<file path="config.mk">
export PLATFORM = sky130hd
export DESIGN_NAME = id3v22_frame_splitter_flat
export DESIGN_NICKNAME = d
export VERILOG_FILES = /design/src/rtl/ids_pkg.sv /design/src/rtl/ids_if.sv /design/src/rtl/ids_front.sv /design/src/rtl/ids_back.sv /design/src/rtl/id3v22_frame_splitter.sv /design/src/flat_wrapper.sv
export SDC_FILE = /design/constraint.sdc
export NUM_CORES = 1
export LEC_CHECK = 0
export BUFFER_PORTS_ARGS = -buffer_cell sky130_fd_sc_hd__clkbuf_2
export CAP_MARGIN = 10
export CORE_MARGIN = 4
export CORE_UTILIZATION = 51
export CTS_CLUSTER_DIAMETER = 40
export DETAILED_ROUTE_END_ITERATION = 6
export HOLD_SLACK_MARGIN = 0.15
export PLACE_DENSITY = 0.68
export SLEW_MARGIN = 20
export SYNTH_ARGS = -nofsm -noshare
export SYNTH_HDL_FRONTEND = slang
export SYNTH_SLANG_ARGS = --single-unit
export TNS_END_PERCENT = 10
</file>
<file path="constraint.sdc">
create_clock -name clock -period 15.4 [get_ports clock]
set_clock_uncertainty 0.15 [all_clocks]
set_input_delay 0.77 -clock clock [delete_from_list [all_inputs] [get_ports clock]]
set_output_delay 0.77 -clock clock [all_outputs]
set_load 0.005 [all_outputs]
</file>
<file path="src/rtl/ids_pkg.sv">
package ids_pkg;

   // result codes
   typedef enum logic [2:0] {
      EV_PAYLOAD    = 3'd0,
      EV_HDR_OK     = 3'd1,
      EV_HDR_REJECT = 3'd2,
      EV_PADDING    = 3'd3,
      EV_BAD_SIZE   = 3'd4
   } event_type;

   typedef enum logic [2:0] {
      PH_IDLE      = 3'd0,
      PH_HEADER    = 3'd1,
      PH_FRAME_HDR = 3'd2,
      PH_PAYLOAD   = 3'd3,
      PH_STOPPED   = 3'd4
   } phase_type;

   localparam logic [7:0]  MAGIC_0        = 8'h49;
   localparam logic [7:0]  MAGIC_1        = 8'h44;
   localparam logic [7:0]  MAGIC_2        = 8'h33;
   localparam logic [7:0]  TAG_VERSION    = 8'h02;
   localparam int          UNSYNC_BIT     = 6;
   localparam logic [3:0]  HDR_VER_IDX    = 4'd3;
   localparam logic [3:0]  HDR_FLAGS_IDX  = 4'd5;
   localparam logic [3:0]  HDR_SIZE_IDX   = 4'd6;
   localparam logic [3:0]  HDR_LAST_IDX   = 4'd9;
   localparam logic [3:0]  FRM_SIZE_IDX   = 4'd3;
   localparam logic [3:0]  FRM_LAST_IDX   = 4'd5;
   localparam logic [27:0] MIN_FRAME_BYTES = 28'd6;
   localparam logic [4:0]  KIND_UNKNOWN   = 5'd16;
   localparam int          NUM_KEYS       = 16;
   localparam int          QUEUE_DEPTH    = 2;

   localparam logic [23:0] KNOWN_KEYS [NUM_KEYS] = '{
      24'h54414C, // TAL
      24'h545432, // TT2
      24'h54434D, // TCM
      24'h544352, // TCR
      24'h544441, // TDA
      24'h544C45, // TLE
      24'h545031, // TP1
      24'h545032, // TP2
      24'h54524B, // TRK
      24'h545945, // TYE
      24'h54434F, // TCO
      24'h434F4D, // COM
      24'h545353, // TSS
      24'h545858, // TXX
      24'h525641, // RVA
      24'h504943  // PIC
   };

   typedef struct packed {
      event_type   event_res;
      logic [7:0]  payload_byte;
      logic [4:0]  frame_kind;
      logic        frame_first;
      logic        frame_last;
      logic        tag_last;
      logic [27:0] tag_size;
      logic        unsync_flag;
   } ids_rsp_type;

   typedef struct packed {
      logic        valid;
      ids_rsp_type data;
   } queue_push_type;

   typedef struct packed {
      logic full;
   } queue_status_type;

   function automatic logic [4:0] classify_key(input logic [23:0] key);
      logic [4:0] kind;
      kind = KIND_UNKNOWN;
      for (int i = NUM_KEYS - 1; i >= 0; i--) begin
         if (KNOWN_KEYS[i] == key) kind = 5'(i);
      end
      return kind;
   endfunction

endpackage

</file>
<file path="src/rtl/ids_if.sv">
interface ids_req_if;
   import ids_pkg::*;
   logic       valid;
   logic       ready;
   logic [7:0] tag_byte;
   logic       start_of_tag;

   modport source (output valid, output tag_byte, output start_of_tag, input ready);
   modport sink (input valid, input tag_byte, input start_of_tag, output ready);
endinterface

interface ids_rsp_if;
   import ids_pkg::*;
   logic        valid;
   logic        ready;
   event_type   event_res;
   logic [7:0]  payload_byte;
   logic [4:0]  frame_kind;
   logic        frame_first;
   logic        frame_last;
   logic        tag_last;
   logic [27:0] tag_size;
   logic        unsync_flag;

   modport source (output valid, output event_res, output payload_byte, output frame_kind,
                   output frame_first, output frame_last, output tag_last, output tag_size,
                   output unsync_flag, input ready);
   modport sink (input valid, input event_res, input payload_byte, input frame_kind,
                 input frame_first, input frame_last, input tag_last, input tag_size,
                 input unsync_flag, output ready);
endinterface

</file>
<file path="src/rtl/ids_front.sv">
module ids_front (
   input  logic                      clock,
   input  logic                      reset,
   ids_req_if.sink                   req_ch,
   input  ids_pkg::queue_status_type q_status,
   output ids_pkg::queue_push_type   q_push
);
   import ids_pkg::*;

   phase_type   phase_ff, phase_in;
   logic [3:0]  count_ff, count_in;
   logic        magic_ff, magic_in;
   logic [7:0]  flags_ff, flags_in;
   logic [27:0] left_ff, left_in;
   logic [23:0] key_ff, key_in;
   logic [27:0] size_ff, size_in;
   logic [23:0] pleft_ff, pleft_in;
   logic [4:0]  kind_ff, kind_in;

   logic        accept;
   logic [3:0]  idx;
   logic [7:0]  b;
   logic        is_last;

   assign req_ch.ready = !q_status.full;
   assign accept       = req_ch.valid && req_ch.ready;
   assign b            = req_ch.tag_byte;

   always_ff @(posedge clock) begin
      if (reset) begin
         phase_ff <= PH_IDLE;
         count_ff <= '0;
         magic_ff <= 1'b1;
         flags_ff <= '0;
         left_ff  <= '0;
         key_ff   <= '0;
         size_ff  <= '0;
         pleft_ff <= '0;
         kind_ff  <= KIND_UNKNOWN;
      end else begin
         phase_ff <= phase_in;
         count_ff <= count_in;
         magic_ff <= magic_in;
         flags_ff <= flags_in;
         left_ff  <= left_in;
         key_ff   <= key_in;
         size_ff  <= size_in;
         pleft_ff <= pleft_in;
         kind_ff  <= kind_in;
      end
   end

   always_comb begin
      phase_in = phase_ff;
      count_in = count_ff;
      magic_in = magic_ff;
      flags_in = flags_ff;
      left_in  = left_ff;
      key_in   = key_ff;
      size_in  = size_ff;
      pleft_in = pleft_ff;
      kind_in  = kind_ff;
      idx      = '0;
      is_last  = 1'b0;
      q_push   = '0;
      if (accept) begin
         // a start flag restarts header parsing on this very byte
         if (req_ch.start_of_tag) begin
            phase_in = PH_HEADER;
            count_in = '0;
            magic_in = 1'b1;
            flags_in = '0;
            size_in  = '0;
         end
         idx = count_in;
         case (phase_in)
            PH_HEADER: begin
               if (idx == 4'd0 && b != MAGIC_0) magic_in = 1'b0;
               if (idx == 4'd1 && b != MAGIC_1) magic_in = 1'b0;
               if (idx == 4'd2 && b != MAGIC_2) magic_in = 1'b0;
               if (idx == HDR_VER_IDX && b != TAG_VERSION) magic_in = 1'b0;
               if (idx == HDR_FLAGS_IDX) flags_in = b;
               // syncsafe: seven bits per byte
               if (idx >= HDR_SIZE_IDX) size_in = {size_in[20:0], b[6:0]};
               count_in = count_in + 4'd1;
               if (idx == HDR_LAST_IDX) begin
                  q_push.valid = 1'b1;
                  if (!magic_in) begin
                     phase_in = PH_STOPPED;
                     q_push.data.event_res = EV_HDR_REJECT;
                  end else begin
                     left_in = size_in;
                     q_push.data.event_res   = EV_HDR_OK;
                     q_push.data.tag_size    = size_in;
                     q_push.data.unsync_flag = flags_in[UNSYNC_BIT];
                     count_in = '0;
                     phase_in = (size_in < MIN_FRAME_BYTES) ? PH_STOPPED : PH_FRAME_HDR;
                  end
               end
            end
            PH_FRAME_HDR: begin
               if (idx < FRM_SIZE_IDX) key_in = {key_in[15:0], b};
               else if (idx == FRM_SIZE_IDX) size_in = {20'd0, b};
               else size_in = {4'd0, size_in[15:0], b};
               count_in = count_in + 4'd1;
               if (idx == FRM_LAST_IDX) begin
                  left_in = left_in - MIN_FRAME_BYTES;
                  if (key_in[23:16] == 8'd0) begin
                     phase_in = PH_STOPPED;
                     q_push.valid = 1'b1;
                     q_push.data.event_res = EV_PADDING;
                  end else if (size_in == '0 || size_in > left_in) begin
                     phase_in = PH_STOPPED;
                     q_push.valid = 1'b1;
                     q_push.data.event_res = EV_BAD_SIZE;
                  end else begin
                     kind_in  = classify_key(key_in);
                     pleft_in = size_in[23:0];
                     count_in = '0;
                     phase_in = PH_PAYLOAD;
                  end
               end
            end
            PH_PAYLOAD: begin
               is_last  = pleft_in <= 24'd1;
               q_push.valid = 1'b1;
               q_push.data.event_res    = EV_PAYLOAD;
               q_push.data.payload_byte = b;
               q_push.data.frame_kind   = kind_in;
               q_push.data.frame_first  = count_in == 4'd0;
               q_push.data.frame_last   = is_last;
               count_in = 4'd1;
               pleft_in = pleft_in - 24'd1;
               left_in  = left_in - 28'd1;
               if (is_last) begin
                  q_push.data.tag_last = left_in < MIN_FRAME_BYTES;
                  count_in = '0;
                  phase_in = (left_in < MIN_FRAME_BYTES) ? PH_STOPPED : PH_FRAME_HDR;
               end
            end
            default: begin
            end
         endcase
      end
   end

endmodule

</file>
<file path="src/rtl/ids_back.sv">
module ids_back (
   input  logic                      clock,
   input  logic                      reset,
   input  ids_pkg::queue_push_type   q_push,
   output ids_pkg::queue_status_type q_status,
   ids_rsp_if.source                 rsp_ch
);
   import ids_pkg::*;

   localparam int PTR_W = $clog2(QUEUE_DEPTH);
   localparam int CNT_W = $clog2(QUEUE_DEPTH + 1);

   ids_rsp_type        slot_ff [QUEUE_DEPTH];
   logic [PTR_W-1:0]   rd_ptr_ff, rd_ptr_in;
   logic [PTR_W-1:0]   wr_ptr_ff, wr_ptr_in;
   logic [CNT_W-1:0]   count_ff, count_in;
   logic               pop;
   ids_rsp_type        head;

   assign pop             = rsp_ch.valid && rsp_ch.ready;
   assign q_status.full   = count_ff == CNT_W'(QUEUE_DEPTH);
   assign head            = slot_ff[rd_ptr_ff];

   assign rsp_ch.valid        = count_ff != '0;
   assign rsp_ch.event_res    = head.event_res;
   assign rsp_ch.payload_byte = head.payload_byte;
   assign rsp_ch.frame_kind   = head.frame_kind;
   assign rsp_ch.frame_first  = head.frame_first;
   assign rsp_ch.frame_last   = head.frame_last;
   assign rsp_ch.tag_last     = head.tag_last;
   assign rsp_ch.tag_size     = head.tag_size;
   assign rsp_ch.unsync_flag  = head.unsync_flag;

   always_comb begin
      rd_ptr_in = rd_ptr_ff;
      wr_ptr_in = wr_ptr_ff;
      count_in  = count_ff;
      if (q_push.valid) begin
         wr_ptr_in = (wr_ptr_ff == PTR_W'(QUEUE_DEPTH - 1)) ? '0 : wr_ptr_ff + PTR_W'(1);
      end
      if (pop) begin
         rd_ptr_in = (rd_ptr_ff == PTR_W'(QUEUE_DEPTH - 1)) ? '0 : rd_ptr_ff + PTR_W'(1);
      end
      if (q_push.valid && !pop) count_in = count_ff + CNT_W'(1);
      else if (!q_push.valid && pop) count_in = count_ff - CNT_W'(1);
   end

   always_ff @(posedge clock) begin
      if (reset) begin
         rd_ptr_ff <= '0;
         wr_ptr_ff <= '0;
         count_ff  <= '0;
      end else begin
         rd_ptr_ff <= rd_ptr_in;
         wr_ptr_ff <= wr_ptr_in;
         count_ff  <= count_in;
      end
   end

   always_ff @(posedge clock) begin
      if (q_push.valid) slot_ff[wr_ptr_ff] <= q_push.data;
   end

endmodule

</file>
<file path="src/rtl/id3v22_frame_splitter.sv">
// ID3v2.2 tag splitter
// req_ch carries the raw tag stream, one byte per transfer, with start_of_tag
// high on the first header byte. rsp_ch carries at most one result per byte:
// header accepted (with syncsafe size and the 0x40 flag), header rejected,
// padding stop, bad frame size, or a frame payload byte tagged with its frame
// kind and first/last/tag-end marks.
// Throughput: one byte per cycle while the queue is not full. The parser
// decides each byte in the cycle of its transfer and writes any result into
// a two-entry queue; the result is offered on rsp_ch from the next cycle on.
// When rsp_ch stalls, the queue absorbs up to two results; req_ch.ready drops
// only while the queue is full and comes back the cycle after a result leaves.
// Bytes that give no result (header, frame header, stopped) still need a free
// queue slot to be taken.
// Reset: parser idle, ignoring bytes until a start flag; queue empty.
module id3v22_frame_splitter (
   input  logic       clock,
   input  logic       reset,
   ids_req_if.sink    req_ch,
   ids_rsp_if.source  rsp_ch
);
   import ids_pkg::*;

   queue_push_type   q_push;
   queue_status_type q_status;

   ids_front u_front (
      .clock    (clock),
      .reset    (reset),
      .req_ch   (req_ch),
      .q_status (q_status),
      .q_push   (q_push)
   );

   ids_back u_back (
      .clock    (clock),
      .reset    (reset),
      .q_push   (q_push),
      .q_status (q_status),
      .rsp_ch   (rsp_ch)
   );

   // tag end can only fall on the last byte of a frame
   a_tag_last: assert property (@(posedge clock) disable iff (reset)
      rsp_ch.valid && rsp_ch.tag_last |-> rsp_ch.frame_last && rsp_ch.event_res == EV_PAYLOAD)
      else $error("tag_last without frame_last");

   a_status_clean: assert property (@(posedge clock) disable iff (reset)
      rsp_ch.valid && rsp_ch.event_res != EV_PAYLOAD
         |-> rsp_ch.payload_byte == 8'd0 && rsp_ch.frame_kind == 5'd0 && !rsp_ch.frame_first)
      else $error("status result carries payload fields");

   a_no_overflow: assert property (@(posedge clock) disable iff (reset)
      q_push.valid |-> !q_status.full)
      else $error("queue written while full");

   // the first header byte never produces a result
   a_start_quiet: assert property (@(posedge clock) disable iff (reset)
      req_ch.valid && req_ch.ready && req_ch.start_of_tag |-> !q_push.valid)
      else $error("result on start byte");

endmodule
</file>
<file path="src/flat_wrapper.sv">
// flat-port wrapper written by rule: the top's interface ports become plain ports
module id3v22_frame_splitter_flat import ids_pkg::*;
  (clock, reset, req_ch_valid, req_ch_tag_byte, req_ch_start_of_tag, req_ch_ready, rsp_ch_valid, rsp_ch_event_res, rsp_ch_payload_byte, rsp_ch_frame_kind, rsp_ch_frame_first, rsp_ch_frame_last, rsp_ch_tag_last, rsp_ch_tag_size, rsp_ch_unsync_flag, rsp_ch_ready);
  ids_req_if req_ch_i ();
  ids_rsp_if rsp_ch_i ();
  input  logic clock;
  input  logic reset;
  input wire logic [$bits(req_ch_i.valid)-1:0] req_ch_valid;
  input wire logic [$bits(req_ch_i.tag_byte)-1:0] req_ch_tag_byte;
  input wire logic [$bits(req_ch_i.start_of_tag)-1:0] req_ch_start_of_tag;
  output wire logic [$bits(req_ch_i.ready)-1:0] req_ch_ready;
  output wire logic [$bits(rsp_ch_i.valid)-1:0] rsp_ch_valid;
  output wire logic [$bits(rsp_ch_i.event_res)-1:0] rsp_ch_event_res;
  output wire logic [$bits(rsp_ch_i.payload_byte)-1:0] rsp_ch_payload_byte;
  output wire logic [$bits(rsp_ch_i.frame_kind)-1:0] rsp_ch_frame_kind;
  output wire logic [$bits(rsp_ch_i.frame_first)-1:0] rsp_ch_frame_first;
  output wire logic [$bits(rsp_ch_i.frame_last)-1:0] rsp_ch_frame_last;
  output wire logic [$bits(rsp_ch_i.tag_last)-1:0] rsp_ch_tag_last;
  output wire logic [$bits(rsp_ch_i.tag_size)-1:0] rsp_ch_tag_size;
  output wire logic [$bits(rsp_ch_i.unsync_flag)-1:0] rsp_ch_unsync_flag;
  input wire logic [$bits(rsp_ch_i.ready)-1:0] rsp_ch_ready;
  assign req_ch_i.valid = req_ch_valid;
  assign req_ch_i.tag_byte = req_ch_tag_byte;
  assign req_ch_i.start_of_tag = req_ch_start_of_tag;
  assign req_ch_ready = req_ch_i.ready;
  assign rsp_ch_valid = rsp_ch_i.valid;
  assign rsp_ch_event_res = rsp_ch_i.event_res;
  assign rsp_ch_payload_byte = rsp_ch_i.payload_byte;
  assign rsp_ch_frame_kind = rsp_ch_i.frame_kind;
  assign rsp_ch_frame_first = rsp_ch_i.frame_first;
  assign rsp_ch_frame_last = rsp_ch_i.frame_last;
  assign rsp_ch_tag_last = rsp_ch_i.tag_last;
  assign rsp_ch_tag_size = rsp_ch_i.tag_size;
  assign rsp_ch_unsync_flag = rsp_ch_i.unsync_flag;
  assign rsp_ch_i.ready = rsp_ch_ready;
  id3v22_frame_splitter u_core (.clock(clock), .reset(reset), .req_ch(req_ch_i), .rsp_ch(rsp_ch_i));
endmodule
</file>
After elaboration in Yosys (flattened, before gate mapping)
Memories as Yosys holds them, arrays and structs flattened. A register that Yosys moved wholly into a read port is not among the register bits.
Cells that the tools add are included.
Word-level totals
  RAM bits: 96
  output and inout port bits: 50
  bits of input ports: 13
  flip-flop bits (word level): 129
  memories kept: 1
Cells by class
  multiplexer cells: 87
  $lt $le $gt $ge: 6
  equality and inequality tests: 34
  add/subtract/negate cells: 8
  bitwise operators: 2
  reduce and logical (&&, ||, !) cells: 23
Memory list
  u_core.u_back.slot_ff: depth 2, width 48, rd ports 1, clocked after memory_dff 1, wr ports 1, line ids_back.sv:13  | ids_rsp_type slot_ff [QUEUE_DEPTH];
Operators by type and width (number)
  equality test 23 x 24 -> 1 bit (first input constant): 16
  2-to-1 mux 28 bit: 10
  2-to-1 mux 24 bit: 7
  2-to-1 mux 29 bit: 3
  one-hot mux 28 bit (3 select lines): 1
  2-to-1 mux 5 bit: 16
  < comparator 28 x 3 -> 1 bit (second input constant): 2
  one-hot mux 28 bit (2 select lines): 1
  2-to-1 mux 49 bit: 1
  one-hot mux 24 bit (2 select lines): 1
  2-to-1 mux 4 bit: 11
  2-to-1 mux 3 bit: 10
  greater-than comparator 28 bit: 1
  zero test 28 bit: 1
  subtractor 28 x 1 -> 28 bit (second input constant): 1
  subtractor 28 x 3 -> 28 bit (second input constant): 1
  less-or-equal comparator 24 x 1 -> 1 bit (second input constant): 1
  2-to-1 mux 8 bit: 3
  one-hot mux 4 bit (3 select lines): 2
  subtractor 24 x 1 -> 24 bit (second input constant): 1
  2-to-1 mux 1 bit: 16
  2-to-1 mux 16 bit: 1
  != test 8 x 7 -> 1 bit (second input constant): 2
  AND reduction 5 bit: 3
  27 further kinds: 48

Depth between registers and ports, before layout
Gate-level depths: netlist of run 1.
  depth after elaboration: 25
  gate-level depth with buffers: 25

Hierarchy
Synthesis of run 1 repeated with hierarchy kept, for this count alone.
Unflattened totals
  cell total of the unflattened synthesis: 1675
  area, all modules: 13960.9 um2
By module, submodules not included
  ids_front: instances 1, area each 10286.1 um2, cells each 1504, seq. area each 2362.3 um2
  ids_back: instances 1, area each 3674.8 um2, cells each 171, seq. area each 2982.9 um2

Worst setup path after synthesis of run 1
Ideal clock, no wire load.
  path type: input-to-reg
  from: input port req_ch_start_of_tag
  to: memory u_core.u_back.slot_ff[0][0] (netlist name), enable pin
  buffers on the path: 7
  data arrival time: 7.138 ns
  data required time: 14.791 ns
  cell stages on the path: 21
  path slack: 7.653 ns
  cells stage by stage: buf_2 > buf_1 > clkbuf_1 > buf_1 > nor2b_1 > ha_1 > buf_2 > inv_1 > clkbuf_1 > buf_1 > nand3_1 > a21oi_1 > ha_1 > and4_1 > nand2_1 > nor4_1 > o41ai_1 > a22oi_1 > o21ai_1 > a21oi_1 > nor2b_1
RTL lines
  start: declaration: line flat_wrapper.sv:10  | input wire logic [$bits(req_ch_i.start_of_tag)-1:0] req_ch_start_of_tag;
  end: declaration: line ids_back.sv:13

==> results of run 1 <==
-- logic make-up (layout without fill, tap and decap cells) --
logic type / count (synthesis) / count (layout) / share of synthesized area (%)
buf+inv: 168 / 182 / 4.98
fa+ha+maj: 39 / 39 / 3.50
flops: 219 / 219 / 38.4
simple gates: 679 / 679 / 24.6
compound gates: 451 / 451 / 21.0
xor+xnor: 44 / 44 / 2.77
mux: 59 / 59 / 4.70
-- worst paths after layout --
path / from / end / depth (start not counted)
max: req_ch_start_of_tag / u_core.u_back.slot_ff[0][22] / 18
min: u_core.u_front.key_ff[19] / u_core.u_front.key_ff[19] / 2
max reg2reg: u_core.u_front.left_ff[5] / u_core.u_back.slot_ff[0][22] / 15
min reg2reg: u_core.u_front.key_ff[19] / u_core.u_front.key_ff[19] / 2
-- metal layers --
metal	wire (um)	share of wire, %	GRT usage, %
met5	13	0.028	0
met4	1730	3.8	10.5
met3	5140	11	7.11
met2	19300	42	43.3
met1	19800	43	43.0
-- Yosys cell counts, types with 9 or more instances --
library cell / number
and3_1: 26
o211ai_1: 15
nor2b_1: 14
a21o_1: 9
nor2_1: 169
edfxtp_1: 96
or3_1: 14
nor3b_1: 12
inv_1: 27
a22o_1: 12
mux2_2: 51
xnor2_1: 25
a211oi_1: 21
and2_1: 22
buf_1: 11
nand3_1: 39
nor3_1: 70
xor2_1: 19
nand2b_1: 9
ha_1: 39
a22oi_1: 51
or4_1: 14
a21oi_1: 151
o22ai_1: 22
o21ai_0: 72
nand2_1: 184
nand4_1: 27
dfxtp_1: 123
nor4_1: 32
clkbuf_1: 113
a221oi_1: 11
-- power groups by stage --
stage	registers [W]	logic (W)	clock network, W
finish	0.000605	0.0000601	0.000789
global route	0.000604	0.0000642	0.000827
CTS	0.000604	0.0000591	0.000799
detailed placement	0.000616	0.0000586	0
global placement	0.000616	0.0000587	0
floorplan	0.000616	0.0000380	0
-- cell usage in the layout, fill, tap and decap left out, types with 51 or more instances in the layout --
cell type  Yosys  final
nand2_1      184    183
nor2_1       169    168
a21oi_1      151    150
dfxtp_1      123    122
edfxtp_1      96     96
o21ai_0       72     72
nor3_1        70     69
clkbuf_2       0     61
a22oi_1       51     51
mux2_2        51     51
-- final cells by class --
class | count | area [um2]
clock buffers | 42 | 987
fillers | 2411 | 11400
repair buffers | 86 | 493
well taps | 341 | 427
flip-flops and latches | 219 | 5350
inverters | 29 | 109
clock inverters | 25 | 216
multi-input cells | 1272 | 7920
-- worst max-delay path, delay by kind of cell --
| kind | cells | cell delay [ps] |
|---|---|---|
| AND/OR/NAND/NOR | 6 | 1340 |
| AO/OA/AOI/OAI | 5 | 1790 |
| buffers and inverters | 5 | 2020 |
| adder cells (fa/ha/maj) | 2 | 450 |
-- flip-flops by register name (all words and copies together) (netlist names), named ones only --
name,count
u_core.u_front.pleft_ff,24
u_core.u_front.phase_ff,3
u_core.u_front.key_ff,24
u_core.u_front.count_ff,4
u_core.u_back.slot_ff,96
u_core.u_back.rd_ptr_ff,1
u_core.u_front.magic_ff,1
u_core.u_front.left_ff,28
u_core.u_back.count_ff,2
u_core.u_front.flags_ff,1
u_core.u_front.size_ff,28
u_core.u_front.kind_ff,5
u_core.u_back.wr_ptr_ff,1
-- metrics by stage --
stage / hold WS (ps) / power (W) / utilization, % / setup slack [ps] / instance area (um2)
6_report: 320 / 0.00145 / 57.7 / 8980 / 15500
5_1_grt: 339 / 0.00150 / 57.7 / 8640 / 15500
4_1_cts: 323 / 0.00146 / 57.7 / 8920 / 15500
3_5_place_dp: 315 / 0.000675 / 53.2 / 8430 / 14300
3_3_place_gp: 310 / 0.000675 / 53.2 / 8610 / 14300
2_1_floorplan: 295 / 0.000654 / - / 7650 / 13900
==> metrics, run 1 <==
status=completed; largest net degree at the start of global routing=88; Routed Antenna Nets=0; num rows=60; fmax=156 MHz; Core Box Area=26,900 um2; top cells by area, synth=edfxtp_1 21%, dfxtp_1 18%, a21oi_1 5.4%; Switch Pwr=0.000355 W; DRT iter0 DRCs=1,650; starting density of the core=51.8%; Critical Path RT=15,400 ps; Max stage delay on crit path=690 ps; Clk pwr share=54.3%; post-detail-place hpwl=31.1 mm; Die W=173 um; register area share after synthesis=38.4%; CP most frequent cell=buf_4; via count=13,400; WS Path Type=input pin to flip-flop; proportion of layout cells with a drive suffix above 1=14.5%; vias in the first global route=12,300; DP Cell Count=1,947; switching fraction of total power=24.4%; part of the power in combinational logic=4.1%; Yosys top cell area share=20.7%; top cell type by total area after synthesis=edfxtp_1; clock insertion delay at the later pin of the skew report=520 ps; cells after synthesis=1,659; Worst VDD drop=0.0738 mV; Critical Path Sink Type=flip-flop; Total Routing Usage GR=29.7%; Die ar.=30,000 um2; Startpoint Class=input pin; Slowest cell on crit path=a22oi_1; final WL=46.0 mm; Final Max Slew Viols=0; synthesized area=13,900 um2; synth warn=0; Die H=173 um; Inserted Clock Buffers=37; worst-case clock buffer depth=3; Final setup viols=0; reg-to-reg slack, setup=9140 ps; Reg power frac=41.6%; io pins=63; PD cells=93.7 nW/um2; Nets=1,697; final cell count without fillers=2,014; Worst Max-Slew Pin Slew=1050 ps; hold_buf cts=0; number of clock sinks=219; total gr overflow=0; syn_area_per_cell=8.39 um2; leakage=5.72 nW; Final Hold Fails=0; post-DR wirelength/cell=22.8 um; Max-cap violations=0; P&R area growth vs syn=11.3%; Async S/R FF share, synth=0%; GP Congestion=0.989; IO Port Bufs=62; DR DRC count=0; fin crit share=41.7%; min cycle time layout=6420 ps; drt pass-1 iters=7; initial antenna violation count=1; Worst EP arrival=6420 ps; vias per cell=6.65; CTS tree=built; RSZ-0062 raised after global routing=false; Internal Power=0.00110 W; Yosys cell types=94; Hold WC Path Type=flip-flop to flip-flop; commonest register cell after synthesis=dfxtp_1; clock slew at reported path FFs=60 ps; critical path fanouts, max=48; CP Cell Sequence=clkbuf_2 -> nor2b_1 -> ha_1 -> buf_4 -> inv_1 -> buf_4 -> nand3_1 -> a21oi_1 -> ha_1 -> and4_1 -> nand2_1 -> nor4_1 -> o41ai_1 -> a22oi_1 -> o21ai_1 -> a21oi_1 -> nor2b_4 -> buf_4; EDFF count, synth=96; Setup TNS Final=0 ps; CTS root buf=clkbuf_16; Synth Register Bits=219; Synth Net Count=1,711; n_diodes=0; CTS resizes=0; Max H-tree Level=2; first-pass GRT wire length=72.2 mm; Slew headroom=30.3%; Post-CTS Setup Repair Bufs=0
Power figures use the tool's default switching activity.
==> inputs of run 2 (changes only) <==
PLACE_DENSITY = 0.71   (was 0.68)
clock period = 5.7 ns   (was 15.4 ns; I/O delays follow)
==> run 2 against run 1 <==
Cell area increased by 2.4%. Register-to-register slack worse by 8600 ps. Clock power grew to 3.0 times the previous value. Critical path depth is 1 lower. First-iteration DRC count grew 17%. Sequential power rose to 2.7 times the previous value. Setup slack got worse by 8500 ps. Combinational power rose to 2.6 times the previous value. Global-route usage fell by 0.53 points. Highest routed layer is now met4.
==> metrics, run 2 (synthesis results as in run 1) <==
status=completed; DRT iter0 DRCs=1,936 (+17%); Startpoint Class=flip-flop; leakage=5.94 nW (+3.8%); total gr overflow=0 (unchanged); Max H-tree Level=2 (unchanged); DR DRC count=0 (unchanged); number of flip-flops under the largest register name=96 (unchanged); n_diodes=0 (unchanged); post-DR wirelength/cell=22.3 um (-2.3%); Total Routing Usage GR=29.1% (-0.53 points); Final setup viols=0 (unchanged); Die ar.=30,000 um2 (unchanged); worst-case clock buffer depth=3 (unchanged); multi-input logic area=7930 um2 (about the same); IO Port Bufs=62 (unchanged); GP Congestion=1.00 (+1.1%); largest net degree at the start of global routing=67 (-24%); Die W=173 um (unchanged); final WL=45.6 mm (-0.87%); vias per cell=6.62 (-0.39%); Max-cap violations=0 (unchanged); Die H=173 um (unchanged); Hold WC Path Type=input pin to flip-flop; CTS tree=built; CP Cell Sequence=or4_1 -> nor3_1 -> buf_4 -> nand3_1 -> nor3_1 -> xnor2_1 -> ha_1 -> and4_1 -> nand2_1 -> nor4_1 -> o41ai_1 -> a22oi_2 -> o21ai_1 -> a21oi_1 -> ha_1 -> or3_1 -> a21oi_1; initial antenna violation count=0 (-1); GR Util met1=42.3% (-0.70 points); Worst VDD drop=0.223 mV (+200%); Worst Max-Slew Pin Slew=1170 ps (+127 ps); Max stage delay on crit path=660 ps (-30 ps); Worst EP arrival=5500 ps (-920 ps); Inserted Clock Buffers=35 (-5.4%); via count=13,500 (+1.0%); P&R area growth vs syn=14.0%; fin util=59.1% (+1.4 points); number of clock sinks=219 (unchanged); num rows=60 (unchanged); GRT Max-Usage Layer=met2; Nets=1,727 (+1.8%); CTS root buf=clkbuf_16; clock insertion delay at the later pin of the skew report=520 ps (about the same); min cycle time layout=5210 ps; critical path fanouts, max=11 (-77%); Critical Path Sink Type=flip-flop; fin crit share=91.3%; sequential cell area=5350 um2 (about the same); fill count=2,399 (-0.50%); clock slew at reported path FFs=60 ps (about the same); Core Box Area=26,900 um2 (unchanged); Routed Antenna Nets=0 (unchanged); Final Max Slew Viols=0 (unchanged); met3 Use GR=6.00% (-1.1 points); Setup TNS Final=0 ps (unchanged); Slew headroom=21.8% (-8.5 points); first-pass GRT wire length=71.7 mm (-0.70%); proportion of layout cells with a drive suffix above 1=15.7% (+1.2 points); post-detail-place hpwl=31.5 mm (+1.3%); most flop-heavy register=u_core.u_back.slot_ff; PD cells=262 nW/um2 (+180%); io pins=63 (unchanged); Slowest cell on crit path=or4_1; fmax=192 MHz; Critical Path RT=5990 ps (-9410 ps); commonest cells after routing, fill and taps aside=183 x nand2_1, 168 x nor2_1, 150 x a21oi_1, 122 x dfxtp_1, 96 x edfxtp_1; top flop regs=u_core.u_back.slot_ff: 96 flops, u_core.u_front.left_ff: 28 flops, u_core.u_front.size_ff: 28 flops; commonest non-fill, non-tap cell in the layout=nand2_1; drt pass-1 iters=6 (-1); Final Hold Fails=0 (unchanged); RSZ-0062 raised after global routing=false; met2 Use GR=44.2% (+0.90 points); WS Path Type=flip-flop to flip-flop; vias in the first global route=12,400 (+0.68%); starting density of the core=51.8% (unchanged)
==> run 2: cell types whose count changed in the layout (fill, tap and decap cells not counted), moves of 2 or more <==
cell	before	now
buf_4	25	50
clkinvlp_4	5	2
dlygate4sd3_1	0	5
bufinv_16	0	8
buf_12	0	2
inv_8	5	2
inv_6	6	4
clkbuf_16	39	36
clkinv_4	1	3
clkinv_2	5	3
==> run 2: timing repair <==
item,in CTS,in global routing
buffers inserted,0,1
gates resized for setup,0,1
hold buffers,5,0
setup endpoints to repair,0,38
hold endpoints to repair,6,0
==> run 2: cell type report <==
class / count / share of cell area (%)
Clock inverter: 24 / 2.36
Multi-Input combinational cell: 1272 / 49.9
Clock buffer: 40 / 5.83
Tap cell: 341 / 2.69
Inverter: 29 / 0.685
Sequential cell: 219 / 33.7
Timing Repair Buffer: 118 / 4.85
==> run 2: worst paths after layout <==
check                              startpoint                     endpoint  slack (ps)  cells after the start
setup / recovery   u_core.u_front.left_ff[11]    u_core.u_back.count_ff[1]         490                     17
hold / removal            req_ch_start_of_tag   u_core.u_front.count_ff[3]         180                      5
setup reg to reg   u_core.u_front.left_ff[11]    u_core.u_back.count_ff[1]         490                     17
hold reg to reg   u_core.u_front.pleft_ff[12]  u_core.u_front.pleft_ff[12]         320                      2
==> run 2: layer usage <==
metal / routed length, um / vias up / part of all wire (%)
met3: 5010 / 103 / 11
met5: 0 / - / 0
met1: 19600 / 6397 / 43
met4: 1350 / 0 / 3.0
met2: 19600 / 807 / 43
li1: - / 6219 / -
==> run 2: where the power goes <==
group / total, W / switching (W) / internal (W)
clock: 0.00236 / 0.000809 / 0.00155
sequential: 0.00164 / 0.0000115 / 0.00163
combinational: 0.000156 / 0.000102 / 0.0000540
==> run 2: stage by stage <==
step	power, W	instance area, um2	setup WS (ps)	hold slack [ps]	cells
after floorplan	0.00177	13900	11.2	271	1659
after global placement	0.00182	14500	410	308	1973
after detailed placement	0.00182	14500	282	318	1973
after CTS	0.00418	15900	272	160	2042
after global routing	0.00426	15900	141	204	2043
final	0.00415	15900	495	175	2043
==> run 2: critical path, delay by kind of cell, from the launching register on <==
kind                     cells  cell delay [ps]
AND/OR/NAND/NOR              8             2290
AO/OA/AOI/OAI                5             1320
adder cells (fa/ha/maj)      2              630
flip-flops                   1              410
buffers and inverters        1              170
XOR/XNOR                     1              140
